### config.mk
export PLATFORM = sky130hd
export DESIGN_NAME = srt_cell
export DESIGN_NICKNAME = d
export VERILOG_FILES = /design/src/srt_pkg.sv /design/src/srt_cell.sv
export SDC_FILE = /design/constraint.sdc
export NUM_CORES = 1
export LEC_CHECK = 0
export ABC_AREA = 0
export BUFFER_PORTS_ARGS = -buffer_cell sky130_fd_sc_hd__buf_2
export CAP_MARGIN = 10
export CORE_MARGIN = 2
export CORE_UTILIZATION = 49
export DETAILED_ROUTE_END_ITERATION = 8
export PLACE_DENSITY = 0.82
export SLEW_MARGIN = 30
export SYNTH_ARGS = -nofsm -noshare
export SYNTH_HDL_FRONTEND = slang
export SYNTH_SLANG_ARGS = --single-unit
### constraint.sdc
create_clock -name clock -period 5.5 [get_ports clock]
set_clock_uncertainty 0.05 [all_clocks]
set_input_delay 0.275 -clock clock [delete_from_list [all_inputs] [get_ports clock]]
set_output_delay 0.275 -clock clock [all_outputs]
set_load 0.01 [all_outputs]
### src/srt_pkg.sv
// Shared types and constants for the sorted result table.
package srt_pkg;

   localparam int RACE_W   = 10;
   localparam int RUNNER_W = 8;
   localparam int TIME_W   = 20;
   localparam int RANK_W   = 7;
   localparam int RANK_MAX = 127;

   // Beat operation codes
   localparam logic MODE_INSERT = 1'b0;
   localparam logic MODE_QUERY  = 1'b1;

   // Result status codes
   localparam logic STATUS_OK   = 1'b0;
   localparam logic STATUS_FULL = 1'b1;

   typedef struct packed {
      logic [RACE_W-1:0]   race_id;
      logic [RUNNER_W-1:0] runner;
      logic [TIME_W-1:0]   time_hundredths;
   } entry_type;

   // Query token walking down the row of cells
   typedef struct packed {
      logic valid;
      logic done;
   } tok_type;

endpackage

### src/srt_cell.sv
// One table slot: holds an entry, shifts on insert and passes the query token on.
module srt_cell #(
   parameter int CNT_W = 7,
   parameter int INDEX = 0
) (
   input  logic                clock,
   input  logic                reset,
   input  logic [CNT_W-1:0]    count,
   input  logic                ins_en,
   input  srt_pkg::entry_type  key,
   input  srt_pkg::entry_type  left_entry,
   input  logic                left_after,
   output srt_pkg::entry_type  my_entry,
   output logic                my_after,
   input  srt_pkg::tok_type    tok_in,
   input  logic [CNT_W-1:0]    n_in,
   output srt_pkg::tok_type    tok_out,
   output logic [CNT_W-1:0]    n_out
);
   import srt_pkg::*;

   localparam logic [CNT_W-1:0] IDX = CNT_W'(INDEX);

   entry_type        entry_ff, entry_in;
   tok_type          tok_ff, tok_in_nx;
   logic [CNT_W-1:0] n_ff, n_in_nx;
   logic             cell_valid;
   logic             hit;
   logic             match;

   assign cell_valid = count > IDX;

   // New entry goes behind this slot when we sort before or tie with it
   assign my_after = cell_valid &&
                     (entry_ff.race_id < key.race_id ||
                      (entry_ff.race_id == key.race_id &&
                       entry_ff.time_hundredths >= key.time_hundredths));

   // Insert: keep, take the new entry, or take the left neighbour's
   always_comb begin
      entry_in = entry_ff;
      if (ins_en && !my_after) begin
         entry_in = left_after ? key : left_entry;
      end
   end

   // Query: count same-race entries until the runner is found
   assign hit   = tok_in.valid && !tok_in.done && cell_valid &&
                  entry_ff.race_id == key.race_id;
   assign match = entry_ff.runner == key.runner;

   always_comb begin
      tok_in_nx.valid = tok_in.valid;
      tok_in_nx.done  = tok_in.done | (hit & match);
      n_in_nx         = (hit && !match) ? n_in + CNT_W'(1) : n_in;
   end

   always_ff @(posedge clock) begin
      entry_ff <= entry_in;
      n_ff     <= n_in_nx;
      if (reset) begin
         tok_ff <= '0;
      end else begin
         tok_ff <= tok_in_nx;
      end
   end

   assign my_entry = entry_ff;
   assign tok_out  = tok_ff;
   assign n_out    = n_ff;

endmodule

== Word level (Yosys, flattened, before mapping) ==
Cells that the tools add are included.

* Output and inout port bits: 48
* Register bits: 47
* Input bits: 96
* Word-level logic and storage cells: 27

* Add/sub/neg operators: 1
* Multiplexer cells: 2
* $lt $le $gt $ge: 3
* Equality and inequality tests: 2
* Bitwise gates (word level): 2
* Reduce and logical (&&, ||, !) cells: 11

{| class="wikitable"
|+ Operator list
! kind !! number
|-
| 38-bit 2-to-1 mux || 1
|-
| 20-bit greater-or-equal comparator || 1
|-
| 10-bit equality test || 1
|-
| 10-bit less-than comparator || 1
|-
| 8-bit equality test || 1
|-
| 7-bit by 1-bit adder with 7-bit output, second input constant || 1
|-
| 7-bit by 1-bit > comparator with 1-bit output, second input constant || 1
|-
| 1-bit logical AND || 7
|-
| 7-bit 2-to-1 mux || 1
|-
| 1-bit zero test || 3
|-
| 1-bit AND || 1
|-
| 1-bit logical OR || 1
|-
| 1-bit bitwise OR || 1
|}

== Logic depth before layout (Yosys ltp) ==
Gate-level depths: netlist (run 1).

* Depth in word-level cells: 6
* Depth in mapped cells: 8
* Mapped depth without buffers: 8

== Worst setup path before layout (run 1) ==
Ideal clock, no wire load.

* Path type: register to register
* From: reg entry_ff (netlist bit my_entry[2])
* To: reg entry_ff (netlist bit my_entry[0]) (enable)
* Setup slack: 2.568 ns
* Setup time: 0.398 ns
* Stages on the path, launching flop included: 8
* Clock period less this slack: 2.932 ns
* Data required time: 5.052 ns
* Data arrival time: 2.484 ns
* Path buffers: 0
* Cell sequence: edfxtp_1 -> ha_1 -> a211oi_1 -> o21ai_0 -> a41oi_1 -> o311ai_0 -> a21oi_1 -> o21a_1

* Cells in the longest elaborated chain, start to end: 6

{| class="wikitable"
|+ Ends and longest elaborated chain
! item !! line !! RTL
|-
| start, declared || srt_cell.sv:24 || <nowiki>entry_type entry_ff, entry_in;</nowiki>
|-
| start signal, assigned || srt_cell.sv:59 || <nowiki>entry_ff <= entry_in;</nowiki>
|-
| 20-bit greater-or-equal comparator || srt_cell.sv:37 || <nowiki>entry_ff.time_hundredths >= key.time_hundredths));</nowiki>
|-
| 1-bit logical AND || srt_cell.sv:36 || <nowiki>(entry_ff.race_id == key.race_id &&</nowiki>
|-
| 1-bit logical OR || srt_cell.sv:35 || <nowiki>(entry_ff.race_id < key.race_id ||</nowiki>
|-
| 1-bit logical AND || srt_cell.sv:34 || <nowiki>assign my_after = cell_valid &&</nowiki>
|-
| 1-bit zero test || srt_cell.sv:42 || <nowiki>if (ins_en && !my_after) begin</nowiki>
|-
| 1-bit logical AND || srt_cell.sv:42 ||
|}

Every way passes these cells.
A chain may end at the register's enable or synchronous reset.

== Worst setup path in the final report (run 1) ==
* From: reg entry_ff (netlist bit my_entry[18])
* To: out my_after

* Cells in the longest elaborated chain, start to end: 4

{| class="wikitable"
|+ Ends and longest elaborated chain
! item !! line !! RTL
|-
| 20-bit greater-or-equal comparator || srt_cell.sv:37 ||
|-
| 1-bit logical AND || srt_cell.sv:36 ||
|-
| 1-bit logical OR || srt_cell.sv:35 ||
|-
| 1-bit logical AND || srt_cell.sv:34 ||
|-
| end, declared || srt_cell.sv:14 || <nowiki>output logic my_after,</nowiki>
|}

Every way passes these cells.

==> results of run 1 <==
[where the power goes]
| group | internal [mW] | switching, mW | leakage (nW) |
|---|---|---|---|
| clock network | 0.0872 | 0.115 | 0.0477 |
| registers | 0.414 | 0.0108 | 0.430 |
| logic | 0.0941 | 0.0921 | 1.29 |
[cells by family (layout without fill, tap and decap cells)]
family                   Yosys count  count (layout)  synth area share [%]
XOR/XNOR                          14              14                  4.38
AND/OR/NAND/NOR                   36              36                  7.78
multiplexers                      39              39                  15.7
buffers and inverters             37             185                  5.00
adder cells (fa/ha/maj)           31              31                  13.9
flip-flops                        47              47                  47.2
AO/OA/AOI/OAI                     28              28                  6.12
[final timing paths]
path                start  cells past startpoint           end  slack [ns]
min reg2reg  my_entry[24]                      5    tok_out[0]        0.83
max reg2reg   my_entry[2]                      8  my_entry[32]        2.85
min                 reset                      2    tok_out[1]        0.09
max          my_entry[18]                      8      my_after        2.84
[cell type report]
type / instances / area [um^2]
Fill cell: 451 / 1800
Clock buffer: 5 / 68.8
Inverter: 33 / 124
Clock inverter: 3 / 15.0
Sequential cell: 47 / 1320
Multi-Input combinational cell: 148 / 1340
Timing Repair Buffer: 144 / 743
Tap cell: 72 / 90.1
[state kept, by name, indices dropped and copies added (netlist names)]
signal / flops
tok_out: 2
n_out: 7
my_entry: 38
[layer usage]
metal	part of all wire [%]	routed length, um	up-vias
met5	0	0	-
met4	1.2	74	0
met3	8.0	500	8
met2	49	3090	91
met1	42	2620	977
li1	-	-	1142
[critical path: cells and delay by family, from the launching register on]
family | cells | cell delay (ns)
and+or+nand+nor | 3 | 0.63
AOI/OAI and AO/OA | 2 | 0.47
buffers and inverters | 2 | 0.24
DFF | 1 | 0.40
adders and majority gates | 1 | 0.32
[layout by cell type, fill, tap and decap left out, types with 3 or more instances in the layout]
master	count
ha_1	31
xnor2_1	13
clkinv_2	3
dfxtp_1	9
nand2_1	11
inv_1	33
clkbuf_8	5
a21oi_1	14
nand4_1	6
o21ai_0	4
buf_2	143
mux2_2	39
edfxtp_1	38
nor2_1	6
[through the flow]
step / power [mW] / hold WS (ns) / util, % / cells
3_3_place_gp: 0.610 / 0.400 / 65.2 / 443
3_5_place_dp: 0.618 / 0.402 / 65.2 / 443
6_report: 0.813 / 0.0887 / 67.2 / 452
5_1_grt: 0.858 / 0.0817 / 67.2 / 452
2_1_floorplan: 0.535 / 0.297 / - / 232
4_1_cts: 0.820 / 0.0852 / 66.7 / 451
==> metrics.md, run 1 <==
| Metric | Value |
|---|---|
| Status | `finished, final reports clean` |
| Most common cell in the netlist | `mux2_2` |
| RSZ-0062 raised after global routing | `no` |
| Number of enable flip-flop cells after synthesis | `38` |
| Clk slew on worst S/H paths | `0.09 ns` |
| H-tree levels | `2` |
| Critical path, cell by cell | `ha_1 -> nand4_1 -> nor3_1 -> inv_1 -> o311ai_0 -> a21oi_1 -> nor2_1 -> buf_2` |
| Register area share after synthesis | `47.2%` |
| HPWL Detailed | `5140 um` |
| I/O Pins | `144` |
| Mapped Cells | `232` |
| Asr flop ratio synth | `0%` |
| Leakage | `1.77 nW` |
| Final TNS setup | `0 ns` |
| Max stage delay cell, worst path | `edfxtp_1` |
| CTS buffer count | `5` |
| PnR worst setup slack | `2.84 ns` |
| Synth Area per Inst | `12.1 um^2` |
| Drt drc | `0` |
| Vias in the first global route | `2201` |
| Die width | `79.6 um` |
| Post-layout instance area | `3700 um^2` |
| DIE AREA | `6340 um^2` |
| GR met1 Demand/Resource | `24.2%` |
| Net Count, Synth | `359` |
| Largest cells by area after synthesis | `edfxtp_1, mux2_2, ha_1` |
| Sink Count | `47` |
| GRT overflow | `0` |
| Synth cell types | `31` |
| CTS tree | `yes` |
| GR Util met2 | `35.1%` |
| GR Util met3 | `4.41%` |
| Worst slew margin | `40.6%` |
| Initial antenna violation count | `0` |
| Max-slew violation count | `0` |
| Port Buf Inserts | `143` |
| DRT Pass-1 Iters | `2` |
| Ys flop type | `edfxtp_1` |
| Busiest metal layer after global routing | `met2` |
| RD Place Congestion | `0.779` |
| Initial DRC count | `53` |
| Crit Path Class | `reg2out` |
| Total of max-cap violations | `0` |
| HP Class | `in2reg` |
| Postcts setup bufs | `0` |
| Largest net degree at the start of global routing | `39` |
| Synth area leader | `edfxtp_1` |
| Worst setup SP type | `flip-flop` |
| Top-area cell type share of the netlist area | `40.8%` |
| DR vias/cell | `4.91` |
| Crit path largest cell delay | `0.40 ns` |
| Core area | `5510 um^2` |
| Synth cell count leaders | `mux2_2, edfxtp_1, inv_1` |
| Post-Place Cell Area | `3590 um^2` |
| Die Span Y | `79.6 um` |
| # rows | `27` |
| Crit path time final | `2.66 ns` |
| Tightest Pin Transition | `0.890 ns` |
| Post-Route WL | `6280 um` |
| Synth Cell Area | `2800 um^2` |
| Initial Util | `50.9%` |
| First-pass GRT wire length | `9800 um` |
| Clock latency on the worst-skew pair | `0.30 ns` |
| Arrival time worst endpoint | `2.34 ns` |
| Inserted Diodes | `0` |
| DP Worst Slack | `2.61 ns` |
| Synthesis-to-finish area growth | `32.2%` |
| Layout cell share with drive strength beyond 1 | `51.6%` |
| Setup-failing EPs final | `0` |
| Flops & latches, synth | `47` |
| Fin nets | `506` |
| Fmax | `376 MHz` |
| DR WL/cell | `13.9 um` |
| Period utilisation layout | `48.4%` |
| # resized after CTS | `0` |
| Final Hold Viols | `0` |
| Total GRT Usage | `20.0%` |
| Worst Path Required | `5.18 ns` |
| DR vias | `2218` |
| YS warnings | `0` |
| Root Buffer | `clkbuf_8` |
| Antenna Nets Post-Route | `0` |
| Pwr/cell area | `220 nW/um^2` |
| Post-CTS Hold Buffers | `0` |
| CP endpoint kind | `output pin` |
| Max VDD drop | `0.136 mV` |
| Worst Path Max Fanout | `2` |
| CTS max path bufs | `2` |
(Power assumes the default switching activity.)
==> run 2: changes to the inputs <==
CORE_UTILIZATION = 46   (was 49)
PLACE_DENSITY = 0.78   (was 0.82)
clock period = 2.5 ns   (was 5.5 ns; I/O delays follow)
==> run 2 against run 1 <==
Compared with the run above:
- register-to-register slack got worse by 2.6 ns
- sequential share of layout area fell by 1.2 points
- global-route usage fell by 0.98 points
- die area rose by 6.2%
- combinational power rose by 130%
- critical path type is now reg2reg
==> metrics.md, run 2 (synthesized netlist as in run 1, its figures left out) <==
| Metric | Value |
|---|---|
| Status | `finished, final reports clean` |
| Fin nets | `513` |
| DR WL/cell | `13.9 um` |
| Combinational power share | `22.0%` |
| Tot Pwr | `1.94 mW` |
| Die Span Y | `82.0 um` |
| Most frequent cells in the layout | `buf_2, mux2_2, edfxtp_1` |
| Worst Path Required | `2.46 ns` |
| Switching power total | `489 uW` |
| Commonest non-fill, non-tap cell in the layout | `buf_2` |
| Root Buffer | `clkbuf_8` |
| Leakage | `1.82 nW` |
| CTS tree | `yes` |
| Sink Count | `47` |
| Pint | `1.45 mW` |
| Max-slew violation count | `0` |
| Clock latency on the worst-skew pair | `0.30 ns` |
| Tightest Pin Transition | `0.501 ns` |
| I/O Pins | `144` |
| Final Hold Viols | `0` |
| Total of max-cap violations | `0` |
| Post-Route WL | `6400 um` |
| Synthesis-to-finish area growth | `36.9%` |
| Postcts setup bufs | `0` |
| DR vias/cell | `4.95` |
| Inserted Diodes | `0` |
| DR vias | `2285` |
| Initial antenna violation count | `1` |
| # rows | `28` |
| CTS max path bufs | `2` |
| Clock power share | `29.8%` |
| H-tree levels | `2` |
| Port Buf Inserts | `143` |
| Switching share of power | `25.2%` |
| Max VDD drop | `0.331 mV` |
| Final core utilization | `65.1%` |
| Initial Util | `47.6%` |
| RD Place Congestion | `0.721` |
| GRT overflow | `0` |
| Core area | `5890 um^2` |
| Setup-failing EPs final | `0` |
| RSZ-0062 raised after global routing | `no` |
| DIE AREA | `6730 um^2` |
| Pwr/cell area | `507 nW/um^2` |
| Total GRT Usage | `19.0%` |
| Flop pwr share | `48.1%` |
| DRT Pass-1 Iters | `4` |
| Final TNS setup | `0 ns` |
| Arrival time worst endpoint | `2.25 ns` |
| Max FFs per register | `38` |
| Largest net degree at the start of global routing | `39` |
| Initial DRC count | `42` |
| First-pass GRT wire length | `9770 um` |
| DR top layer | `met5` |
| CTS buffer count | `5` |
| HPWL Detailed | `5250 um` |
| Layout cell share with drive strength beyond 1 | `51.9%` |
| Crit path time final | `2.29 ns` |
| Drt drc | `0` |
| Worst Path Max Fanout | `20` |
| HP Class | `in2reg` |
| M1 wire length | `2500 um` |
| Fmax | `437 MHz` |
| Die width | `82.0 um` |
| Antenna Nets Post-Route | `0` |
| Vias in the first global route | `2240` |
| Met3 WL | `598 um` |
| CP endpoint kind | `flip-flop` |
| Worst slew margin | `66.6%` |
| Worst setup SP type | `flip-flop` |
| Period utilisation layout | `91.6%` |
| Clk slew on worst S/H paths | `0.09 ns` |
| Crit Path Class | `reg2reg` |
| WL met2 | `3200 um` |
-- run 2: changes by cell type in the layout (fill, tap and decap cells not counted), sizes merged --
cell | before | now
dlygate4sd3 | 0 | 5
buf | 144 | 146
clkinv | 3 | 1
bufinv | 0 | 1
clkbuf | 5 | 6
-- run 2: power groups by stage --
stage,Combinational [mW],Sequential (mW),Clock (mW)
floorplan,0.200,0.977,0
global placement,0.409,0.951,0
detailed placement,0.422,0.954,0
CTS,0.428,0.936,0.597
global route,0.482,0.942,0.625
finish,0.428,0.935,0.580
-- run 2: critical path, cell delays in order, from the launching register on --
cell      delay (ns)
edfxtp_1        0.40
ha_1            0.30
a21o_1          0.16
a21o_1          0.18
a21oi_1         0.21
o311ai_2        0.15
a21oi_2         0.19
o21a_4          0.17
buf_12          0.17
-- run 2: worst paths after layout --
check	startpoint	to	slack [ns]	cells after the start
max	my_entry[17]	my_entry[31]	0.21	8
min	n_in[2]	n_out[2]	0.02	2
max reg2reg	my_entry[17]	my_entry[31]	0.21	8
min reg2reg	my_entry[25]	tok_out[0]	0.79	5
-- run 2: cell type report --
class,count,area (um^2)
multi-input cells,148,1360
fillers,495,2050
clock buffers,6,82.6
flip-flops and latches,47,1320
clock inverters,2,35.0
inverters,33,124
well taps,75,93.8
repair buffers,151,813
-- run 2: what timing repair did --
action / in CTS / in global routing
hold endpoints to repair: 4 / 2
cloned: 0 / 0
endpoints found under the setup margin: 1 / 39
pin swaps: 0 / 3
hold buffers: 3 / 2
gates resized for setup: 1 / 3
-- run 2: layer usage --
layer | vias to the layer above | GRT usage, %
li1 | 1145 | -
met1 | 1037 | 20.9
met2 | 86 | 34.2
met3 | 15 | 7.36
met4 | 2 | 5.00
met5 | - | 0
-- run 2: metrics by stage --
| stage | instances | hold WS [ns] | worst slack (ns) | cell area, um^2 |
|---|---|---|---|---|
| after floorplan | 232 | 0.147 | 0.119 | 2810 |
| after global placement | 449 | 0.250 | 0.164 | 3650 |
| after detailed placement | 449 | 0.252 | 0.0491 | 3650 |
| after CTS | 460 | 0.00213 | 0.0622 | 3800 |
| after global routing | 462 | 0.0101 | 0.0302 | 3830 |
| final | 462 | 0.0188 | 0.210 | 3830 |
==> run 3: changes to the inputs <==
CELL_PAD_IN_SITES_DETAIL_PLACEMENT = 0   (was unset)
CELL_PAD_IN_SITES_GLOBAL_PLACEMENT = 1   (was unset)
CORE_UTILIZATION = 34   (was 46)
HOLD_SLACK_MARGIN = 0.15   (was unset)
PLACE_DENSITY = 0.77   (was 0.78)
==> run 3 against run 2 <==
Compared with the run above:
- flip-flop and latch count unchanged
- critical path depth increased by 1
- sequential share of layout area decreased by 6.8 points
- worst setup slack lost 0.058 ns
- critical endpoint is now my_after
==> metrics.md, run 3 (synthesized netlist as in run 1, its figures left out) <==
| Metric | Value |
|---|---|
| Initial DRC count | `46` |
| Clk slew on worst S/H paths | `0.09 ns` |
| I/O Pins | `144` |
| Layout cell share with drive strength beyond 1 | `44.8%` |
| Area of the multi-input gates | `1410 um^2` |
| DR vias/cell | `4.52` |
| Port Buf Inserts | `143` |
| HPWL Detailed | `5540 um` |
| Post-layout instance area | `4770 um^2` |
| Final Hold Viols | `0` |
| Worst slew margin | `78.6%` |
| Post-Route WL | `7930 um` |
| DRT Pass-1 Iters | `4` |
| Largest net degree at the start of global routing | `16` |
| Pwr/cell area | `415 nW/um^2` |
| Max VDD drop | `0.291 mV` |
| Max FFs per register | `38` |
| Final core utilization | `58.9%` |
| Worst Path Max Fanout | `2` |
| CTS max path bufs | `2` |
| Leakage | `2.20 nW` |
| Fillcell total | `720` |
| Inserted Diodes | `0` |
| Synthesis-to-finish area growth | `70.2%` |
| Vias in the first global route | `2738` |
| # rows | `33` |
| Commonest non-fill, non-tap cell in the layout | `buf_2` |
| Fmax | `426 MHz` |
| Initial antenna violation count | `0` |
| Crit Path Class | `reg2out` |
| Status | `finished, final reports clean` |
| DIE AREA | `8980 um^2` |
| HP Class | `in2reg` |
| DR vias | `2620` |
| CTS buffer count | `5` |
| Drt drc | `0` |
| Initial Util | `34.6%` |
| First-pass GRT wire length | `12300 um` |
| GRT overflow | `0` |
| H-tree levels | `2` |
| Period utilisation layout | `93.9%` |
| Crit path time final | `2.35 ns` |
| Antenna Nets Post-Route | `0` |
| Post-Place Cell Area | `3730 um^2` |
| Max-slew violation count | `0` |
| Total of max-cap violations | `0` |
| CP endpoint kind | `output pin` |
| Root Buffer | `clkbuf_8` |
| Final TNS setup | `0 ns` |
| Total GRT Usage | `17.8%` |
| Tightest Pin Transition | `0.319 ns` |
| RD Place Congestion | `0.770` |
| Arrival time worst endpoint | `2.17 ns` |
| Most frequent cells in the layout | `buf_2, dlygate4sd3_1, mux2_2` |
| Worst setup SP type | `flip-flop` |
| RSZ-0062 raised after global routing | `no` |
| Setup-failing EPs final | `0` |
| CTS tree | `yes` |
| Critical path, cell by cell | `ha_1 -> a21oi_1 -> o21ai_1 -> a41oi_2 -> o311ai_4 -> a21oi_2 -> buf_4 -> nor2_1 -> buf_2` |
| FF+latch area | `1320 um^2` |
| Core area | `8090 um^2` |
| DP Worst Slack | `0.00517 ns` |
| Sink Count | `47` |
| PnR worst setup slack | `0.152 ns` |
| Clock latency on the worst-skew pair | `0.30 ns` |
| CP top delay family | `compound AO/OA/AOI/OAI gates` |
| Buf/Inv on CP | `2` |
| Max stage delay cell, worst path | `edfxtp_1` |
| Die Span Y | `94.8 um` |
| Die width | `94.8 um` |
| DR WL/cell | `13.7 um` |
| Fin nets | `601` |
| Worst Path Required | `2.33 ns` |
| Crit path largest cell delay | `0.42 ns` |
==> run 3: where the power goes <==
| group | total (mW) | switching [mW] | internal, mW |
|---|---|---|---|
| logic | 0.587 | 0.246 | 0.341 |
| clock network | 0.453 | 0.256 | 0.197 |
| registers | 0.936 | 0.0251 | 0.911 |
==> run 3: final cells by class <==
type,count,share of cell area [%]
clock buffer,6,1.52
clock inverter,2,0.236
inverter,33,2.60
multi-input combinational,148,29.7
sequential,47,27.7
tap,105,2.76
timing repair buffer,239,35.5
==> run 3: final timing paths <==
| path | startpoint | end | slack [ns] | depth (start not counted) |
|---|---|---|---|---|
| worst max-delay path | my_entry[5] | my_after | 0.15 | 9 |
| worst min-delay path | tok_in[1] | n_out[0] | 0.19 | 4 |
| worst max register to register | my_entry[2] | my_entry[8] | 0.25 | 8 |
| worst min register to register | my_entry[22] | n_out[0] | 0.94 | 5 |
==> run 3: stage by stage <==
step | power (mW) | hold slack, ns | cells
2_1_floorplan | 1.18 | 0.147 | 232
3_3_place_gp | 1.38 | 0.253 | 483
3_5_place_dp | 1.39 | 0.251 | 483
4_1_cts | 1.98 | 0.183 | 578
5_1_grt | 2.09 | 0.213 | 580
6_report | 1.98 | 0.192 | 580
==> run 3: layer usage <==
layer,vias to the layer above,wire [um],track usage (%)
li1,1332,-,-
met5,-,0,0
met3,2,605,5.03
met1,1199,3230,19.7
met2,87,4060,33.5
met4,0,31,4.23
==> run 3: what timing repair did <==
action                     4_1_cts  5_1_grt
hold endpoints to repair        47        0
setup buffers                    0        2
setup endpoints to repair       29       39
hold buffers                    87        0
pin swaps                        0        4
gates resized for setup          5        9
==> run 3: worst register-to-register path, cell delays in order, from the launching register on <==
cell	delay (ns)
edfxtp_1	0.40
ha_1	0.32
a211oi_2	0.24
o21ai_2	0.10
a41oi_2	0.19
o311ai_4	0.13
a21oi_2	0.19
o21a_4	0.20
buf_12	0.16
